### src/hw/rtl/ftcp_pkg.sv
// Shared types, constants and functions of the floppy track CRC patcher.
// No dependencies; used by every RTL file of the block.
package ftcp_pkg;

  localparam int MAX_TRACK_BYTES = 8192;
  localparam int AW = $clog2(MAX_TRACK_BYTES);
  localparam int LW = AW + 1;
  // positions reach past the track by up to one largest data field
  localparam int PW = 25;
  localparam int JW = 7;
  localparam int OW = 4;

  localparam logic [7:0] MARK_ID   = 8'hFE;
  localparam logic [7:0] FILL      = 8'hF7;
  localparam logic [7:0] DAM       = 8'hFB;
  localparam logic [7:0] DDAM      = 8'hF8;
  localparam logic [7:0] SYNC      = 8'hA1;
  localparam logic [7:0] CLK_MARK  = 8'hC7;
  localparam logic [7:0] CLK_SYNC  = 8'h0A;
  localparam logic [7:0] CLK_DATA  = 8'hFF;
  localparam logic [15:0] CRC_POLY = 16'h1021;
  localparam logic [15:0] CRC_INIT = 16'hFFFF;
  localparam int SIZE_BASE     = 128;
  localparam int MAX_SIZE_CODE = 16;

  // search window bounds, counted from the ID mark
  localparam logic [JW-1:0] FM_SRCH_FIRST = 7'd12;
  localparam logic [JW-1:0] FM_SRCH_END   = 7'd32;
  localparam logic [JW-1:0] MFM_SRCH_END  = 7'd64;

  // offsets used by the sequencer
  localparam logic [OW-1:0] OFF_ZERO    = 4'd0;
  localparam logic [OW-1:0] OFF_CODE    = 4'd4;
  localparam logic [OW-1:0] OFF_FILL0   = 4'd5;
  localparam logic [OW-1:0] OFF_FILL1   = 4'd6;
  localparam logic [OW-1:0] OFF_SYNC    = 4'd3;
  localparam logic [OW-1:0] OFF_MARKLEN = 4'd4;
  localparam logic [OW-1:0] FM_ID_LEN   = 4'd5;
  localparam logic [OW-1:0] MFM_ID_LEN  = 4'd8;
  localparam logic [OW-1:0] FM_DFILL0   = 4'd1;
  localparam logic [OW-1:0] FM_DFILL1   = 4'd2;
  localparam logic [OW-1:0] MFM_DFILL0  = 4'd4;
  localparam logic [OW-1:0] MFM_DFILL1  = 4'd5;
  localparam logic [OW-1:0] FM_RESUME   = 4'd3;
  localparam logic [OW-1:0] MFM_RESUME  = 4'd6;

  // configuration register index (paddr[2])
  localparam logic REG_ENCODING_MODE = 1'b0;

  typedef struct packed {
    logic       operation;
    logic [7:0] data_byte;
    logic       last_byte;
  } in_req_t;

  typedef struct packed {
    logic [7:0] track_byte;
    logic [7:0] clock_byte;
    logic       final_position;
    logic [7:0] sector_count;
  } out_rsp_t;

  typedef enum logic [4:0] {
    ST_IDLE, ST_SCAN, ST_FM_FE, ST_MSY, ST_MCLK, ST_MID, ST_I5, ST_I6, ST_CODE,
    ST_SPAN, ST_HI, ST_LO, ST_SR, ST_FM_M, ST_DPROBE, ST_D1, ST_D2, ST_NEXT,
    ST_FIN
  } state_t;

  typedef enum logic [2:0] {
    PTR_HOLD, PTR_BASE_OFF, PTR_BASE_J, PTR_START, PTR_SS_OFF, PTR_INC
  } ptr_op_t;

  typedef enum logic [2:0] {
    BASE_HOLD, BASE_ZERO, BASE_INC, BASE_ADD_OFF, BASE_J_OFF, BASE_SS_OFF
  } base_op_t;

  typedef enum logic [1:0] {
    CNT_HOLD, CNT_OFF, CNT_SIZE_OFF, CNT_DEC
  } cnt_op_t;

  typedef enum logic [1:0] {
    J_HOLD, J_SET, J_INC
  } j_op_t;

  typedef struct packed {
    logic          pass;
    ptr_op_t       ptr_op;
    base_op_t      base_op;
    cnt_op_t       cnt_op;
    j_op_t         j_op;
    logic [OW-1:0] off;
    logic [JW-1:0] j_val;
    logic          start_load;
    logic          size_load;
    logic          crc_init;
    logic          crc_feed;
    logic          trk_we;
    logic          trk_lo;
    logic          clk_we;
    logic [7:0]    clk_val;
    logic          sect_clr;
    logic          sect_inc;
  } cmd_t;

  typedef struct packed {
    logic          nm;
    logic [7:0]    data;
    logic          base_done;
    logic          cnt_one;
    logic [JW-1:0] j;
    logic          mode;
  } sts_t;

  function automatic logic [15:0] crc16_byte(input logic [15:0] crc, input logic [7:0] b);
    logic [15:0] c;
    c = crc ^ {b, 8'h00};
    for (int n = 0; n < 8; n++) begin
      c = c[15] ? ((c << 1) ^ CRC_POLY) : (c << 1);
    end
    return c;
  endfunction

  function automatic logic [PW-1:0] field_size(input logic [7:0] code);
    logic [4:0] c;
    c = (code > 8'(MAX_SIZE_CODE)) ? 5'(MAX_SIZE_CODE) : code[4:0];
    return PW'(SIZE_BASE) << c;
  endfunction

endpackage

### src/hw/rtl/ftcp_ctrl.sv
// Patch-pass sequencer of the floppy track CRC patcher.
// Depends on ftcp_pkg; drives ftcp_dp through cmd_t and watches sts_t.
module ftcp_ctrl (
  input  logic            clk,
  input  logic            rst_n,
  input  logic            go,
  input  ftcp_pkg::sts_t  sts,
  output ftcp_pkg::cmd_t  cmd,
  output logic            busy
);

  ftcp_pkg::state_t state_r, state_nxt;
  logic [1:0] k_r, k_nxt;
  logic       srch_r, srch_nxt;
  logic       data_r, data_nxt;

  logic       hit_fe, hit_f7, hit_dm, hit_sync;
  logic [7:0] sync_exp;
  logic [ftcp_pkg::JW-1:0] j_lim;

  always_comb begin
    sync_exp = (k_r != 2'd3) ? ftcp_pkg::SYNC :
               (srch_r ? ftcp_pkg::DAM : ftcp_pkg::MARK_ID);
    hit_fe   = !sts.nm && (sts.data == ftcp_pkg::MARK_ID);
    hit_f7   = !sts.nm && (sts.data == ftcp_pkg::FILL);
    hit_dm   = !sts.nm && ((sts.data == ftcp_pkg::DAM) || (sts.data == ftcp_pkg::DDAM));
    hit_sync = !sts.nm && (sts.data == sync_exp);
    j_lim    = sts.mode ? ftcp_pkg::FM_SRCH_END : ftcp_pkg::MFM_SRCH_END;
  end

  always_ff @(posedge clk) begin
    if (!rst_n) begin
      state_r <= ftcp_pkg::ST_IDLE;
      k_r     <= 2'd0;
      srch_r  <= 1'b0;
      data_r  <= 1'b0;
    end else begin
      state_r <= state_nxt;
      k_r     <= k_nxt;
      srch_r  <= srch_nxt;
      data_r  <= data_nxt;
    end
  end

  // next state
  always_comb begin
    state_nxt = state_r;
    k_nxt     = k_r;
    srch_nxt  = srch_r;
    data_nxt  = data_r;
    case (state_r)
      ftcp_pkg::ST_IDLE:   if (go) state_nxt = ftcp_pkg::ST_SCAN;
      ftcp_pkg::ST_SCAN: begin
        if (sts.base_done) begin
          state_nxt = ftcp_pkg::ST_FIN;
        end else begin
          k_nxt     = 2'd0;
          srch_nxt  = 1'b0;
          state_nxt = sts.mode ? ftcp_pkg::ST_FM_FE : ftcp_pkg::ST_MSY;
        end
      end
      ftcp_pkg::ST_FM_FE:  state_nxt = hit_fe ? ftcp_pkg::ST_I5 : ftcp_pkg::ST_NEXT;
      ftcp_pkg::ST_MSY: begin
        if (hit_sync) begin
          k_nxt = k_r + 2'd1;
          if (k_r == 2'd3) state_nxt = ftcp_pkg::ST_MCLK;
        end else begin
          state_nxt = srch_r ? ftcp_pkg::ST_SR : ftcp_pkg::ST_NEXT;
        end
      end
      ftcp_pkg::ST_MCLK: begin
        k_nxt = k_r + 2'd1;
        if (k_r == 2'd3) state_nxt = srch_r ? ftcp_pkg::ST_DPROBE : ftcp_pkg::ST_MID;
      end
      ftcp_pkg::ST_MID:    state_nxt = ftcp_pkg::ST_I5;
      ftcp_pkg::ST_I5:     state_nxt = hit_f7 ? ftcp_pkg::ST_I6 : ftcp_pkg::ST_NEXT;
      ftcp_pkg::ST_I6:     state_nxt = hit_f7 ? ftcp_pkg::ST_CODE : ftcp_pkg::ST_NEXT;
      ftcp_pkg::ST_CODE: begin
        data_nxt  = 1'b0;
        state_nxt = ftcp_pkg::ST_SPAN;
      end
      ftcp_pkg::ST_SPAN:   if (sts.cnt_one) state_nxt = ftcp_pkg::ST_HI;
      ftcp_pkg::ST_HI:     state_nxt = ftcp_pkg::ST_LO;
      ftcp_pkg::ST_LO: begin
        if (data_r) begin
          state_nxt = ftcp_pkg::ST_NEXT;
        end else begin
          srch_nxt  = 1'b1;
          state_nxt = ftcp_pkg::ST_SR;
        end
      end
      ftcp_pkg::ST_SR: begin
        if (sts.j == j_lim) begin
          state_nxt = ftcp_pkg::ST_NEXT;
        end else begin
          k_nxt     = 2'd0;
          state_nxt = sts.mode ? ftcp_pkg::ST_FM_M : ftcp_pkg::ST_MSY;
        end
      end
      ftcp_pkg::ST_FM_M:   state_nxt = hit_dm ? ftcp_pkg::ST_DPROBE : ftcp_pkg::ST_SR;
      ftcp_pkg::ST_DPROBE: state_nxt = ftcp_pkg::ST_D1;
      ftcp_pkg::ST_D1:     state_nxt = hit_f7 ? ftcp_pkg::ST_D2 : ftcp_pkg::ST_SR;
      ftcp_pkg::ST_D2: begin
        if (hit_f7) begin
          data_nxt  = 1'b1;
          state_nxt = ftcp_pkg::ST_SPAN;
        end else begin
          state_nxt = ftcp_pkg::ST_SR;
        end
      end
      ftcp_pkg::ST_NEXT:   state_nxt = ftcp_pkg::ST_SCAN;
      ftcp_pkg::ST_FIN:    state_nxt = ftcp_pkg::ST_IDLE;
      default:             state_nxt = ftcp_pkg::ST_IDLE;
    endcase
  end

  // commands
  always_comb begin
    cmd            = '0;
    cmd.ptr_op     = ftcp_pkg::PTR_HOLD;
    cmd.base_op    = ftcp_pkg::BASE_HOLD;
    cmd.cnt_op     = ftcp_pkg::CNT_HOLD;
    cmd.j_op       = ftcp_pkg::J_HOLD;
    cmd.clk_val    = ftcp_pkg::CLK_DATA;
    cmd.pass       = (state_r != ftcp_pkg::ST_IDLE);
    busy           = cmd.pass;
    case (state_r)
      ftcp_pkg::ST_IDLE: begin
        if (go) begin
          cmd.base_op  = ftcp_pkg::BASE_ZERO;
          cmd.sect_clr = 1'b1;
        end
      end
      ftcp_pkg::ST_SCAN: begin
        cmd.ptr_op = ftcp_pkg::PTR_BASE_OFF;
        cmd.off    = ftcp_pkg::OFF_ZERO;
        cmd.j_op   = ftcp_pkg::J_SET;
        cmd.j_val  = '0;
      end
      ftcp_pkg::ST_FM_FE: begin
        if (hit_fe) begin
          cmd.clk_we     = 1'b1;
          cmd.clk_val    = ftcp_pkg::CLK_MARK;
          cmd.start_load = 1'b1;
          cmd.ptr_op     = ftcp_pkg::PTR_BASE_OFF;
          cmd.off        = ftcp_pkg::OFF_FILL0;
        end
      end
      ftcp_pkg::ST_MSY: begin
        if (hit_sync) begin
          cmd.ptr_op = (k_r == 2'd3) ? ftcp_pkg::PTR_BASE_J : ftcp_pkg::PTR_INC;
        end else if (srch_r) begin
          cmd.j_op = ftcp_pkg::J_INC;
        end
      end
      ftcp_pkg::ST_MCLK: begin
        cmd.clk_we  = 1'b1;
        cmd.clk_val = (k_r == 2'd3) ? ftcp_pkg::CLK_DATA : ftcp_pkg::CLK_SYNC;
        cmd.ptr_op  = ftcp_pkg::PTR_INC;
        if (k_r == 2'd3) begin
          cmd.start_load = 1'b1;
          cmd.base_op    = srch_r ? ftcp_pkg::BASE_J_OFF : ftcp_pkg::BASE_ADD_OFF;
          cmd.off        = srch_r ? ftcp_pkg::OFF_MARKLEN : ftcp_pkg::OFF_SYNC;
        end
      end
      ftcp_pkg::ST_MID: begin
        cmd.ptr_op = ftcp_pkg::PTR_BASE_OFF;
        cmd.off    = ftcp_pkg::OFF_FILL0;
      end
      ftcp_pkg::ST_I5: begin
        if (hit_f7) begin
          cmd.ptr_op = ftcp_pkg::PTR_BASE_OFF;
          cmd.off    = ftcp_pkg::OFF_FILL1;
        end
      end
      ftcp_pkg::ST_I6: begin
        if (hit_f7) begin
          cmd.ptr_op = ftcp_pkg::PTR_BASE_OFF;
          cmd.off    = ftcp_pkg::OFF_CODE;
        end
      end
      ftcp_pkg::ST_CODE: begin
        cmd.size_load = 1'b1;
        cmd.crc_init  = 1'b1;
        cmd.cnt_op    = ftcp_pkg::CNT_OFF;
        cmd.off       = sts.mode ? ftcp_pkg::FM_ID_LEN : ftcp_pkg::MFM_ID_LEN;
        cmd.ptr_op    = ftcp_pkg::PTR_START;
      end
      ftcp_pkg::ST_SPAN: begin
        cmd.crc_feed = 1'b1;
        cmd.ptr_op   = ftcp_pkg::PTR_INC;
        cmd.cnt_op   = ftcp_pkg::CNT_DEC;
      end
      ftcp_pkg::ST_HI: begin
        cmd.trk_we = 1'b1;
        cmd.clk_we = data_r && !sts.mode;
        cmd.ptr_op = ftcp_pkg::PTR_INC;
      end
      ftcp_pkg::ST_LO: begin
        cmd.trk_we = 1'b1;
        cmd.trk_lo = 1'b1;
        cmd.clk_we = data_r && !sts.mode;
        if (data_r) begin
          cmd.sect_inc = 1'b1;
          cmd.base_op  = ftcp_pkg::BASE_SS_OFF;
          cmd.off      = sts.mode ? ftcp_pkg::FM_RESUME : ftcp_pkg::MFM_RESUME;
        end else begin
          cmd.j_op  = ftcp_pkg::J_SET;
          cmd.j_val = sts.mode ? ftcp_pkg::FM_SRCH_FIRST : '0;
        end
      end
      ftcp_pkg::ST_SR: begin
        if (sts.j != j_lim) cmd.ptr_op = ftcp_pkg::PTR_BASE_J;
      end
      ftcp_pkg::ST_FM_M: begin
        if (hit_dm) begin
          cmd.clk_we     = 1'b1;
          cmd.clk_val    = ftcp_pkg::CLK_MARK;
          cmd.start_load = 1'b1;
        end else begin
          cmd.j_op = ftcp_pkg::J_INC;
        end
      end
      ftcp_pkg::ST_DPROBE: begin
        cmd.ptr_op = ftcp_pkg::PTR_SS_OFF;
        cmd.off    = sts.mode ? ftcp_pkg::FM_DFILL0 : ftcp_pkg::MFM_DFILL0;
      end
      ftcp_pkg::ST_D1: begin
        if (hit_f7) begin
          cmd.ptr_op = ftcp_pkg::PTR_SS_OFF;
          cmd.off    = sts.mode ? ftcp_pkg::FM_DFILL1 : ftcp_pkg::MFM_DFILL1;
        end else begin
          cmd.j_op = ftcp_pkg::J_INC;
        end
      end
      ftcp_pkg::ST_D2: begin
        if (hit_f7) begin
          cmd.crc_init = 1'b1;
          cmd.cnt_op   = ftcp_pkg::CNT_SIZE_OFF;
          cmd.off      = sts.mode ? ftcp_pkg::FM_DFILL0 : ftcp_pkg::MFM_DFILL0;
          cmd.ptr_op   = ftcp_pkg::PTR_START;
        end else begin
          cmd.j_op = ftcp_pkg::J_INC;
        end
      end
      ftcp_pkg::ST_NEXT:   cmd.base_op = ftcp_pkg::BASE_INC;
      ftcp_pkg::ST_FIN:    cmd.pass = 1'b1;
      default:             cmd.pass = 1'b1;
    endcase
  end

endmodule

### config.mk
export PLATFORM = sky130hd
export DESIGN_NAME = ftcp_ctrl
export DESIGN_NICKNAME = d
export VERILOG_FILES = /design/src/hw/rtl/ftcp_pkg.sv /design/src/hw/rtl/ftcp_ctrl.sv
export SDC_FILE = /design/constraint.sdc
export NUM_CORES = 1
export LEC_CHECK = 0
export BUFFER_PORTS_ARGS = -buffer_cell sky130_fd_sc_hd__buf_2
export CORE_ASPECT_RATIO = 1.4
export CORE_MARGIN = 2
export CORE_UTILIZATION = 40
export DETAILED_ROUTE_END_ITERATION = 16
export PLACE_DENSITY_LB_ADDON = 0.25
export SLEW_MARGIN = 20
export SYNTH_ARGS = -nofsm -noshare
export SYNTH_HDL_FRONTEND = slang
export SYNTH_SLANG_ARGS = --single-unit
### constraint.sdc
create_clock -name clk -period 1.8 [get_ports clk]
set_input_delay 0.09 -clock clk [delete_from_list [all_inputs] [get_ports clk]]
set_output_delay 0.09 -clock clk [all_outputs]
set_load 0.05 [all_outputs]
Word level (Yosys, flattened, before mapping)
Cells that the tools add are included.
{"block": "classes", "shift": 0, "n_reduce_logical": 23, "bitwise": 0, "n_div": 0, "n_eq_ne": 35, "muxes": 88, "mul": 0, "order_cmp": 0, "add_sub_neg": 1}
{"cell": "5-bit one-hot mux with 18 select lines", "n": 1}
{"cell": "5-bit 2-to-1 mux", "n": 13}
{"cell": "3-bit 2-to-1 mux", "n": 19}
{"cell": "5-bit by 4-bit == test with 1-bit output (second input constant)", "n": 8}
{"cell": "4-bit one-hot mux with 10 select lines", "n": 1}
{"cell": "8-bit == test (second input constant)", "n": 4}
{"cell": "3-bit one-hot mux with 10 select lines", "n": 1}
{"cell": "4-bit 2-to-1 mux", "n": 6}
{"cell": "8-bit one-hot mux with 3 select lines", "n": 1}
{"cell": "2-bit 2-to-1 mux", "n": 11}
{"cell": "1-bit 2-to-1 mux", "n": 21}
{"cell": "5-bit by 3-bit == test with 1-bit output (second input constant)", "n": 4}
{"cell": "9-bit 2-to-1 mux", "n": 2}
{"cell": "2-bit != test (second input constant)", "n": 9}
{"cell": "18-bit OR reduction", "n": 1}
{"cell": "7-bit 2-to-1 mux", "n": 2}
{"cell": "3-bit one-hot mux with 4 select lines", "n": 1}
{"cell": "5-bit by 2-bit == test with 1-bit output (second input constant)", "n": 2}
{"cell": "5-bit == test (second input constant)", "n": 2}
{"cell": "2-bit one-hot mux with 5 select lines", "n": 1}
{"cell": "8-bit == test", "n": 1}
{"cell": "8-bit 2-to-1 mux", "n": 1}
{"cell": "2-bit one-hot mux with 4 select lines", "n": 1}
{"cell": "4-bit AND reduction", "n": 2}
{"cell": "other kinds (21)", "n": 32}
{"block": "word_totals", "ff_bits": 9, "ram_bits": 0, "latch_bits": 0, "rom_bits": 0, "mem_count": 0, "wordCells": 151, "output_inout_bits": 40}

Depth between registers and ports, before layout
Gate-level depths: netlist (run 1).
{"block": "logic_depth", "ltp_word": 6, "ltp_mapped": 8, "ltp_nobuf": 6}

Worst setup path before layout (run 1)
Ideal clock, no wire load.
{"block": "synth_timing", "path_type": "flip-flop to output port", "from": "register state_r[2]", "to": "output cmd[36] (netlist bit)", "t_required_ns": 1.710, "arrival_ns": 2.559, "stages_incl_launch_ff": 7, "setup_slack_ns": -0.849, "path_cell_list": "dfxtp_1 > buf_2 > or2_1 > nor2_1 > nand2_1 > nand2_1 > a311o_1"}
{"item": "from (decl)", "line_no": "ftcp_ctrl.sv:12", "rtl": "ftcp_pkg::state_t state_r, state_nxt;"}
{"item": "from (signal assigned)", "line_no": "ftcp_ctrl.sv:33", "rtl": "state_r <= ftcp_pkg::ST_IDLE;"}
{"item": "from (signal assigned)", "line_no": "ftcp_ctrl.sv:38", "rtl": "state_r <= state_nxt;"}
{"item": "to (decl)", "line_no": "ftcp_ctrl.sv:8", "rtl": "output ftcp_pkg::cmd_t cmd,"}

==> results.json, run 1 <==
{
  "fin_crit_sh_pct": 111.2,
  "die_area_um2": 4816,
  "cts_tree": "yes",
  "relSlewSlack_pct": 55.03,
  "dr.pass1.iters": 7,
  "drc": 0,
  "place_area_um2": 2531,
  "clk_pin_slew_ps": 50,
  "antenna_found_initial": 0,
  "finalHoldViolations": 0,
  "cp_slowest_cell": "dfxtp_4",
  "numCtsBuffers": 3,
  "nets": 401,
  "die_w_um": 59.23,
  "status": "complete, but fails checks",
  "clockBufferDepth": 2,
  "clock_skew_ps": 0.9370,
  "rsz0062_at_grt": "true",
  "grt_pass1_vias": 2363,
  "port_buffers": 55,
  "synth-async-reset-ratio_pct": 0,
  "antenna_cells": 0,
  "synth.avg_cell_area_um2": 6.777,
  "critPathMaxFanout": 4,
  "drt.antenna.violating_nets": 0,
  "areaGrowthSynthToFinish_pct": 82.71,
  "crit_top_cell": "or3_4",
  "period_needed_ps": 2001,
  "seq_area_frac_synth_pct": 10.55,
  "gp_congestion": 0.9509,
  "setup_ws_ps": -201.5,
  "detail_route.wl_per_cell_um": 18.27,
  "routed_wl_um": 7692,
  "power.total_mw": 3.584,
  "setup_viol": 19,
  "power_leakage_nw": 1.349,
  "die_h_um": 81.32,
  "grt_usage_pct": 30.67,
  "slew_violations": 0,
  "yosysWarnings": 0,
  "cp.required_ps": 1710,
  "worstMarginPinSlew_ps": 668.4,
  "worstHoldPathType": "in2reg",
  "drive_gt1_share_pct": 59.31,
  "timing.fmax_mhz": 499.6,
  "io_pins": 62,
  "max-vdd-ir-drop_v": 0.001155,
  "clk_latency_ps": 230,
  "first_iter_violations": 125,
  "place_ws_ps": -168.6,
  "grt_first_pass_wirelength_um": 11240,
  "hold_buffers": 0,
  "max_cap_violations": 0,
  "core_um2": 4169,
  "grt_max_degree": 16,
  "vias": 2507,
  "synth_cells": 252,
  "crit_type": "reg2out",
  "violations": "negative setup slack",
  "rows": 28,
  "ys_ff_latch": 9,
  "synth-edff-count": 0,
  "overflow": 0,
  "finalCoreUtilization_pct": 74.85,
  "syn_area_um2": 1708,
  "critPathLaunchType": "flop",
  "final.setup.tns_ps": -1697,
  "crit_path_end_kind": "output port",
  "htreeDepth": 1,
  "root_buffer": "clkbuf_8",
  "synth-main-ff-cell": "dfxtp_1",
  "start_util_pct": 40.97,
  "dp_hpwl_um": 5654,
  "synth_cell_types": 71,
  "p_per_area_nw_per_um2": 1149,
  "cp.arrival_ps": 1910,
  "cp_cell_sequence": "ha_4 -> or3_4 -> a21oi_4 -> nand4b_1 -> o21ai_2 -> or3_4 -> buf_8",
  "avgViaCountPerCell": 5.955,
  "cts_sinks": 9,
  "final_area_um2": 3120,
  "cpPeakStageDelay_ps": 360
}
report_power, final:
part / total, mW / leakage, nW / internal, mW / switching, mW
clock network: 0.237 / 0.0228 / 0.155 / 0.0825
registers: 0.358 / 0.0783 / 0.256 / 0.102
logic: 2.99 / 1.25 / 1.24 / 1.75
cell usage after synthesis, types with 4 or more instances:
library cell / n / share of area [%]
nor2_1: 26 / 5.7
and3_1: 4 / 1.5
inv_1: 7 / 1.5
or3_1: 7 / 2.6
a21oi_1: 15 / 4.4
nand3_1: 11 / 3.2
o211ai_1: 4 / 1.8
nand3b_1: 4 / 1.8
nor3_1: 8 / 2.3
buf_4: 14 / 6.2
a211oi_1: 4 / 1.8
nand2b_1: 11 / 4.0
nand2_1: 23 / 5.1
dfxtp_1: 9 / 11
a31oi_1: 5 / 1.8
o21ai_0: 13 / 3.8
buf_2: 11 / 3.2
worst max-delay path, delay by kind of cell, from the launching register on:
kind,cells,cell delay (ps)
AOI/OAI and AO/OA,2,310
DFF,1,360
and+or+nand+nor,3,690
buffers and inverters,1,140
adders and majority gates,1,170
registers in the layout (all words and copies together), names as in the netlist:
register,flops
state_r,5
k_r,2
srch_r,1
data_r,1
final timing paths:
path,startpoint,to,slack [ps],depth (start not counted)
worst max register to register,k_r[0]$_SDFFE_PN0P_,state_r[4]$_SDFFE_PN0P_,-180,9
worst max-delay path,k_r[0]$_SDFFE_PN0P_,cmd[35],-200,7
worst min-delay path,rst_n,state_r[4]$_SDFFE_PN0P_,170,2
worst min register to register,k_r[1]$_SDFFE_PN0P_,k_r[1]$_SDFFE_PN0P_,500,2
cells by family after synthesis:
family / share of synthesized area, %
other cells: 0.4397
compound gates: 32.53
fa+ha+maj: 1.465
buf+inv: 12.67
flops: 10.55
mux: 1.758
xor+xnor: 1.026
simple gates: 39.56
per-stage QoR:
step	std cells	hold slack, ps
final	421	167.9
after global placement	399	397.0
after global routing	421	152.3
after detailed placement	399	401.8
after CTS	410	153.1
after floorplan	256	209.5
repair_timing:
action,4_1_cts,5_1_grt
buffers inserted,7,11
setup endpoints to repair,38,31
pin swaps,19,16
gates resized for setup,68,48
cloned,0,0
layer usage:
| layer | share of wire, % | global-route usage (%) | routed length, um | vias to the layer above |
|---|---|---|---|---|
| met5 | 0 | 0 | 0 | - |
| met4 | 5.5 | 14.09 | 421 | 0 |
| met3 | 5.8 | 2.229 | 444 | 36 |
| met2 | 52 | 55.93 | 4023 | 122 |
| met1 | 36 | 35.18 | 2802 | 1184 |
| li1 | - | - | - | 1165 |
final cells by class:
| cell class | count | area [um^2] |
|---|---|---|
| clock buffers | 4 | 45.04 |
| repair buffers | 146 | 1156 |
| flip-flops and latches | 9 | 206.4 |
| inverters | 8 | 30.03 |
| fillers | 328 | 1049 |
| multi-input cells | 209 | 1627 |
| well taps | 45 | 56.30 |
cells in the final DEF (no fill, tap or decap), types with 3 or more instances in the layout:
master	count
dfxtp_4	7
nand2b_2	3
o21ai_2	5
o211ai_1	4
or3_4	5
nor2_4	5
nand2_1	19
a31oi_1	5
inv_1	7
buf_2	31
conb_1	6
nor2_1	16
nor2_2	5
buf_6	24
nor3_4	3
nand3b_1	4
a21oi_2	5
o21ai_0	10
buf_8	3
or3_1	3
mux2i_1	3
buf_4	84
nand3_1	9
nand2b_1	6
a21oi_1	10
clkbuf_8	3
nand2_2	4
nor3_1	6
No activity file was read; power rests on OpenSTA's default activity.
==> run 2: changes to the inputs <==
--- a/config.mk
+++ b/config.mk
@@ -6,10 +6,13 @@
 export NUM_CORES = 1
 export LEC_CHECK = 0
 export BUFFER_PORTS_ARGS = -buffer_cell sky130_fd_sc_hd__buf_2
+export CAP_MARGIN = 20
 export CORE_ASPECT_RATIO = 1.4
 export CORE_MARGIN = 2
 export CORE_UTILIZATION = 40
 export DETAILED_ROUTE_END_ITERATION = 16
+export GPL_ROUTABILITY_DRIVEN = 0
+export GPL_TIMING_DRIVEN = 0
 export PLACE_DENSITY_LB_ADDON = 0.25
 export SLEW_MARGIN = 20
 export SYNTH_ARGS = -nofsm -noshare
==> run 2 against run 1 <==
  * The flow still finishes with violations (negative setup slack)
  * Via count grew 4.7%
  * Die area is the same
  * Global-route usage shrank 0.70 points
  * Clock skew grew 4.3 ps
  * Setup slack lost 130 ps
  * Largest cell class unchanged
  * Largest power group unchanged
==> results.json, run 2 (synthesized netlist as in run 1, its figures left out) <==
{
  "status": "complete, but fails checks",
  "violations": "negative setup slack",
  "finalHoldViolations": 0,
  "die_h_um": 81.32,
  "root_buffer": "clkbuf_8",
  "critical-path-top-delay-family": "compound AO/OA/AOI/OAI gates",
  "port_buffers": 52,
  "post-place-cells": 353,
  "timing.fmax_mhz": 469.3,
  "crit_type": "reg2out",
  "final_cells": 399,
  "critPathLaunchType": "flop",
  "power_frac_clock_pct": 6.1,
  "crit_path_end_kind": "output port",
  "detail_route.wl_per_cell_um": 20.81,
  "nets": 379,
  "worstHoldPathType": "in2reg",
  "power_leakage_nw": 1.344,
  "io_pins": 62,
  "dp_hpwl_um": 4753,
  "first_iter_violations": 233,
  "hold_buffers": 0,
  "period_needed_ps": 2131,
  "cp.arrival_ps": 2040,
  "drive_gt1_share_pct": 60.73,
  "setup_ws_ps": -331.0,
  "critical_path_buf_inv_count": 3,
  "p_per_area_nw_per_um2": 1235,
  "drt.antenna.violating_nets": 0,
  "cts_tree": "yes",
  "antenna_found_initial": 0,
  "relSlewSlack_pct": 47.38,
  "core_um2": 4169,
  "power_frac_seq_pct": 8.5,
  "dr.pass1.iters": 5,
  "rsz0062_at_grt": "true",
  "cp_slowest_cell": "dfxtp_4",
  "worstMarginPinSlew_ps": 785.0,
  "crit_top_cell": "buf_8",
  "cpPeakStageDelay_ps": 380,
  "fin_crit_sh_pct": 118.4,
  "cp_cell_sequence": "buf_8 -> nand3b_1 -> o211ai_1 -> a21oi_2 -> o21a_1 -> o21ai_4 -> buf_6 -> buf_8",
  "grt_pass1_vias": 2268,
  "antenna_cells": 0,
  "p_sw_mw": 2.143,
  "clk_pin_slew_ps": 50,
  "htreeDepth": 1,
  "grt_first_pass_wirelength_um": 11200,
  "avgViaCountPerCell": 6.581,
  "final.setup.tns_ps": -4864,
  "largest_register_ffs": 5,
  "drc": 0,
  "power.total_mw": 3.935,
  "max-vdd-ir-drop_v": 0.001341,
  "areaGrowthSynthToFinish_pct": 86.52,
  "regMostFlops": "state_r",
  "cts_sinks": 9,
  "reg_top3": "state_r (5), k_r (2)",
  "die_area_um2": 4816,
  "vias": 2626,
  "slew_violations": 0,
  "grt_max_degree": 11,
  "max_cap_violations": 0,
  "overflow": 0,
  "die_w_um": 59.23,
  "p_int_mw": 1.792,
  "clockBufferDepth": 2,
  "swShare_pct": 54.46,
  "clock_skew_ps": 5.274,
  "final_cell_mix": "50 x buf_4, 28 x buf_6, 28 x buf_2",
  "numCtsBuffers": 3,
  "routed_wl_um": 8304,
  "cp.required_ps": 1710,
  "rows": 28,
  "setup_viol": 33,
  "grt_usage_pct": 29.96,
  "final_common_cell": "buf_4",
  "clk_latency_ps": 240,
  "critPathMaxFanout": 7,
  "power_frac_comb_pct": 85.4,
  "start_util_pct": 40.97
}
[run 2: cell count changes in the layout (fill, tap and decap cells not counted), sizes merged]
cell | before | now
buf | 144 | 120
clkbuf | 6 | 8
[run 2: per-layer routing]
metal  vias up  share of wire [%]  GRT usage [%]  wire length (um)
met2       248                 45          49.01              3776
met1      1183                 36          37.17              3000
met5         -                  0              0                 0
met4         0                7.7          17.05               640
met3        70                 11          3.344               886
li1       1125                  -              -                 -
[run 2: timing repair]
action | 4_1_cts | 5_1_grt
pin swaps | 30 | 31
endpoints found under the setup margin | 35 | 32
cloned | 0 | 1
resized for setup | 108 | 73
buffers inserted | 24 | 19
[run 2: area by class of cell]
class | instances | area (um^2)
tap | 45 | 56.30
fill | 273 | 983.4
inverter | 8 | 30.03
multi-input combinational | 209 | 1759
timing repair buffer | 96 | 837.1
buffer | 28 | 259.0
sequential | 9 | 198.9
clock buffer | 4 | 45.04
[run 2: worst paths after layout]
kind | start | end | slack, ps | cells past startpoint
worst min-delay path | rst_n | k_r[1]$_SDFFE_PN0P_ | 170 | 3
worst min register to register | k_r[1]$_SDFFE_PN0P_ | k_r[1]$_SDFFE_PN0P_ | 500 | 2
worst max register to register | state_r[3]$_SDFFE_PN0P_ | state_r[0]$_SDFFE_PN0P_ | -260 | 9
worst max-delay path | state_r[4]$_SDFFE_PN0P_ | cmd[7] | -330 | 8
[run 2: worst reg2reg max path, delay by kind of cell, from the launching register on]
family	cells	cell delay (ps)
DFF	1	310
buffers and inverters	4	530
AOI/OAI and AO/OA	4	1000
xor gates and xnor gates	1	120
[run 2: through the flow]
stage	instance area (um^2)	hold slack (ps)	setup WS [ps]	util [%]
2_1_floorplan	1833	209.5	-139.0	-
3_3_place_gp	2150	400.5	-404.2	51.56
3_5_place_dp	2150	405.4	-400.7	51.56
4_1_cts	2756	163.0	-224.6	66.12
5_1_grt	3186	170.7	-384.2	76.41
6_report	3186	168.5	-331.0	76.41
[run 2: power groups by stage]
stage	registers, mW	clock network (mW)	logic [mW]
floorplan	0.260	0	1.76
global placement	0.268	0	2.18
detailed placement	0.269	0	2.19
CTS	0.317	0.233	2.68
global route	0.330	0.254	3.46
finish	0.334	0.240	3.36
==> run 3: changes to the inputs <==
--- a/config.mk
+++ b/config.mk
@@ -14,6 +14,7 @@
 export GPL_ROUTABILITY_DRIVEN = 0
 export GPL_TIMING_DRIVEN = 0
 export PLACE_DENSITY_LB_ADDON = 0.25
+export SETUP_SLACK_MARGIN = 0.2
 export SLEW_MARGIN = 20
 export SYNTH_ARGS = -nofsm -noshare
 export SYNTH_HDL_FRONTEND = slang
==> run 3 against run 2 <==
  * The flow still finishes with violations (negative setup slack)
  * Clock power increased by 11%
  * Count of clock-buffer cells in the layout unchanged
  * Register-to-register slack worse by 50 ps
  * Final area increased by 5.6%
  * Routed wire length grew 8.7%
  * Sequential cell count did not move
  * Core utilization up 4.3 points
  * Sequential share of layout area is 0.59 points lower
==> results.json, run 3 (synthesized netlist as in run 1, its figures left out) <==
{
  "timing.fmax_mhz": 471.1,
  "period_needed_ps": 2123,
  "cpPeakStageDelay_ps": 440,
  "cp.arrival_ps": 2030,
  "final_area_um2": 3364,
  "relSlewSlack_pct": 64.77,
  "drt.antenna.violating_nets": 0,
  "largest_register_ffs": 5,
  "timing.hold.ws_ps": 144.5,
  "power.total_mw": 4.407,
  "die_area_um2": 4816,
  "cts_tree": "yes",
  "cp_cell_sequence": "buf_6 -> or3_4 -> o21ai_1 -> a21oi_1 -> o21a_1 -> o21ai_4 -> buf_6 -> buf_8",
  "grt_usage_pct": 32.16,
  "critPathMaxFanout": 8,
  "place_area_um2": 2223,
  "die_h_um": 81.32,
  "cp_slowest_cell": "or3_4",
  "root_buffer": "clkbuf_8",
  "final_common_cell": "buf_4",
  "areaGrowthSynthToFinish_pct": 97.00,
  "cp.required_ps": 1710,
  "start_util_pct": 40.97,
  "crit_type": "reg2out",
  "overflow": 0,
  "critical_path_buf_inv_count": 3,
  "worstHoldPathType": "in2reg",
  "setup_viol": 30,
  "finalCoreUtilization_pct": 80.70,
  "crit_top_cell": "buf_6",
  "final_cells": 405,
  "vias": 2717,
  "clockBufferDepth": 2,
  "rows": 28,
  "first_iter_violations": 364,
  "antenna_found_initial": 0,
  "violations": "negative setup slack",
  "crit_path_end_kind": "output port",
  "antenna_cells": 0,
  "grt_max_degree": 11,
  "post-place-cells": 353,
  "regMostFlops": "state_r",
  "detail_route.wl_per_cell_um": 22.28,
  "drc": 0,
  "critical-path-top-delay-family": "compound AO/OA/AOI/OAI gates",
  "core_um2": 4169,
  "drive_gt1_share_pct": 60.56,
  "cts_sinks": 9,
  "setup_ws_ps": -322.6,
  "max_cap_violations": 0,
  "slew_violations": 0,
  "hold_buffers": 0,
  "rsz0062_at_grt": "true",
  "clock_skew_ps": 3.427,
  "dp_hpwl_um": 4769,
  "clk_pin_slew_ps": 50,
  "max-vdd-ir-drop_v": 0.0008671,
  "routed_wl_um": 9023,
  "io_pins": 62,
  "htreeDepth": 1,
  "critPathLaunchType": "flop",
  "worstMarginPinSlew_ps": 526.7,
  "cp-startpoint": "state_r[0]$_SDFFE_PN0P_",
  "power_leakage_nw": 1.383,
  "dr.pass1.iters": 6,
  "die_w_um": 59.23,
  "port_buffers": 52,
  "clk_latency_ps": 250,
  "grt_first_pass_wirelength_um": 11760,
  "nets": 385,
  "p_per_area_nw_per_um2": 1310,
  "numCtsBuffers": 3,
  "hp-start": "rst_n",
  "fin_crit_sh_pct": 117.9,
  "reg_top3": "state_r (5), k_r (2)",
  "finalHoldViolations": 0,
  "grt_pass1_vias": 2303,
  "final_cell_mix": "45 x buf_4, 31 x buf_6, 27 x buf_8",
  "status": "complete, but fails checks",
  "n_fill_cell": 217,
  "r2r_start": "k_r[1]$_SDFFE_PN0P_",
  "avgViaCountPerCell": 6.709
}
[run 3: path summary, 6_finish.rpt]
kind	end	slack [ps]	cells past startpoint
max	cmd[7]	-320	8
min	state_r[4]$_SDFFE_PN0P_	140	2
max reg2reg	state_r[0]$_SDFFE_PN0P_	-310	9
min reg2reg	k_r[1]$_SDFFE_PN0P_	490	2
[run 3: what timing repair did]
item	in CTS	in global routing
hold endpoints to repair	0	0
setup buffers	31	16
endpoints found under the setup margin	39	40
pin swaps	27	21
gates cloned	1	0
gates resized for setup	136	52
[run 3: worst register-to-register path, stage by stage (launching register included)]
cell,delay [ps]
dfxtp_2,340
ha_4,160
buf_6,110
or3_4,340
a21oi_4,150
nand4b_1,210
buf_4,200
buf_6,120
and3_1,160
o32ai_1,220
[run 3: per-stage QoR]
stage	setup TNS [ps]	setup slack, ps
finish	-6598	-322.6
floorplan	-330.6	-91.13
CTS	-4256	-293.5
global placement	-3926	-447.5
detailed placement	-4261	-468.1
global route	-7343	-367.8
[run 3: area by class of cell]
| type | instances | area (um^2) | share of cell area, % |
|---|---|---|---|
| clock buffers | 4 | 45.04 | 1.339 |
| well taps | 45 | 56.30 | 1.673 |
| multi-input cells | 209 | 1765 | 52.47 |
| repair buffers | 100 | 985.9 | 29.30 |
| inverters | 8 | 33.78 | 1.004 |
| plain buffers | 30 | 287.8 | 8.553 |
| flip-flops and latches | 9 | 190.2 | 5.653 |
[run 3: report_power, final]
group          internal, mW  total, mW  leakage (nW)  switching, mW
combinational          1.74       3.85          1.28           2.12
sequential            0.246      0.288        0.0760         0.0418
clock                 0.157      0.266        0.0228          0.109
[run 3: metal layers]
| metal | part of all wire (%) | GRT usage (%) |
|---|---|---|
| met5 | 0 | 0 |
| met2 | 48 | 54.40 |
| met4 | 8.2 | 18.41 |
| met3 | 9.6 | 5.573 |
| met1 | 34 | 37.11 |
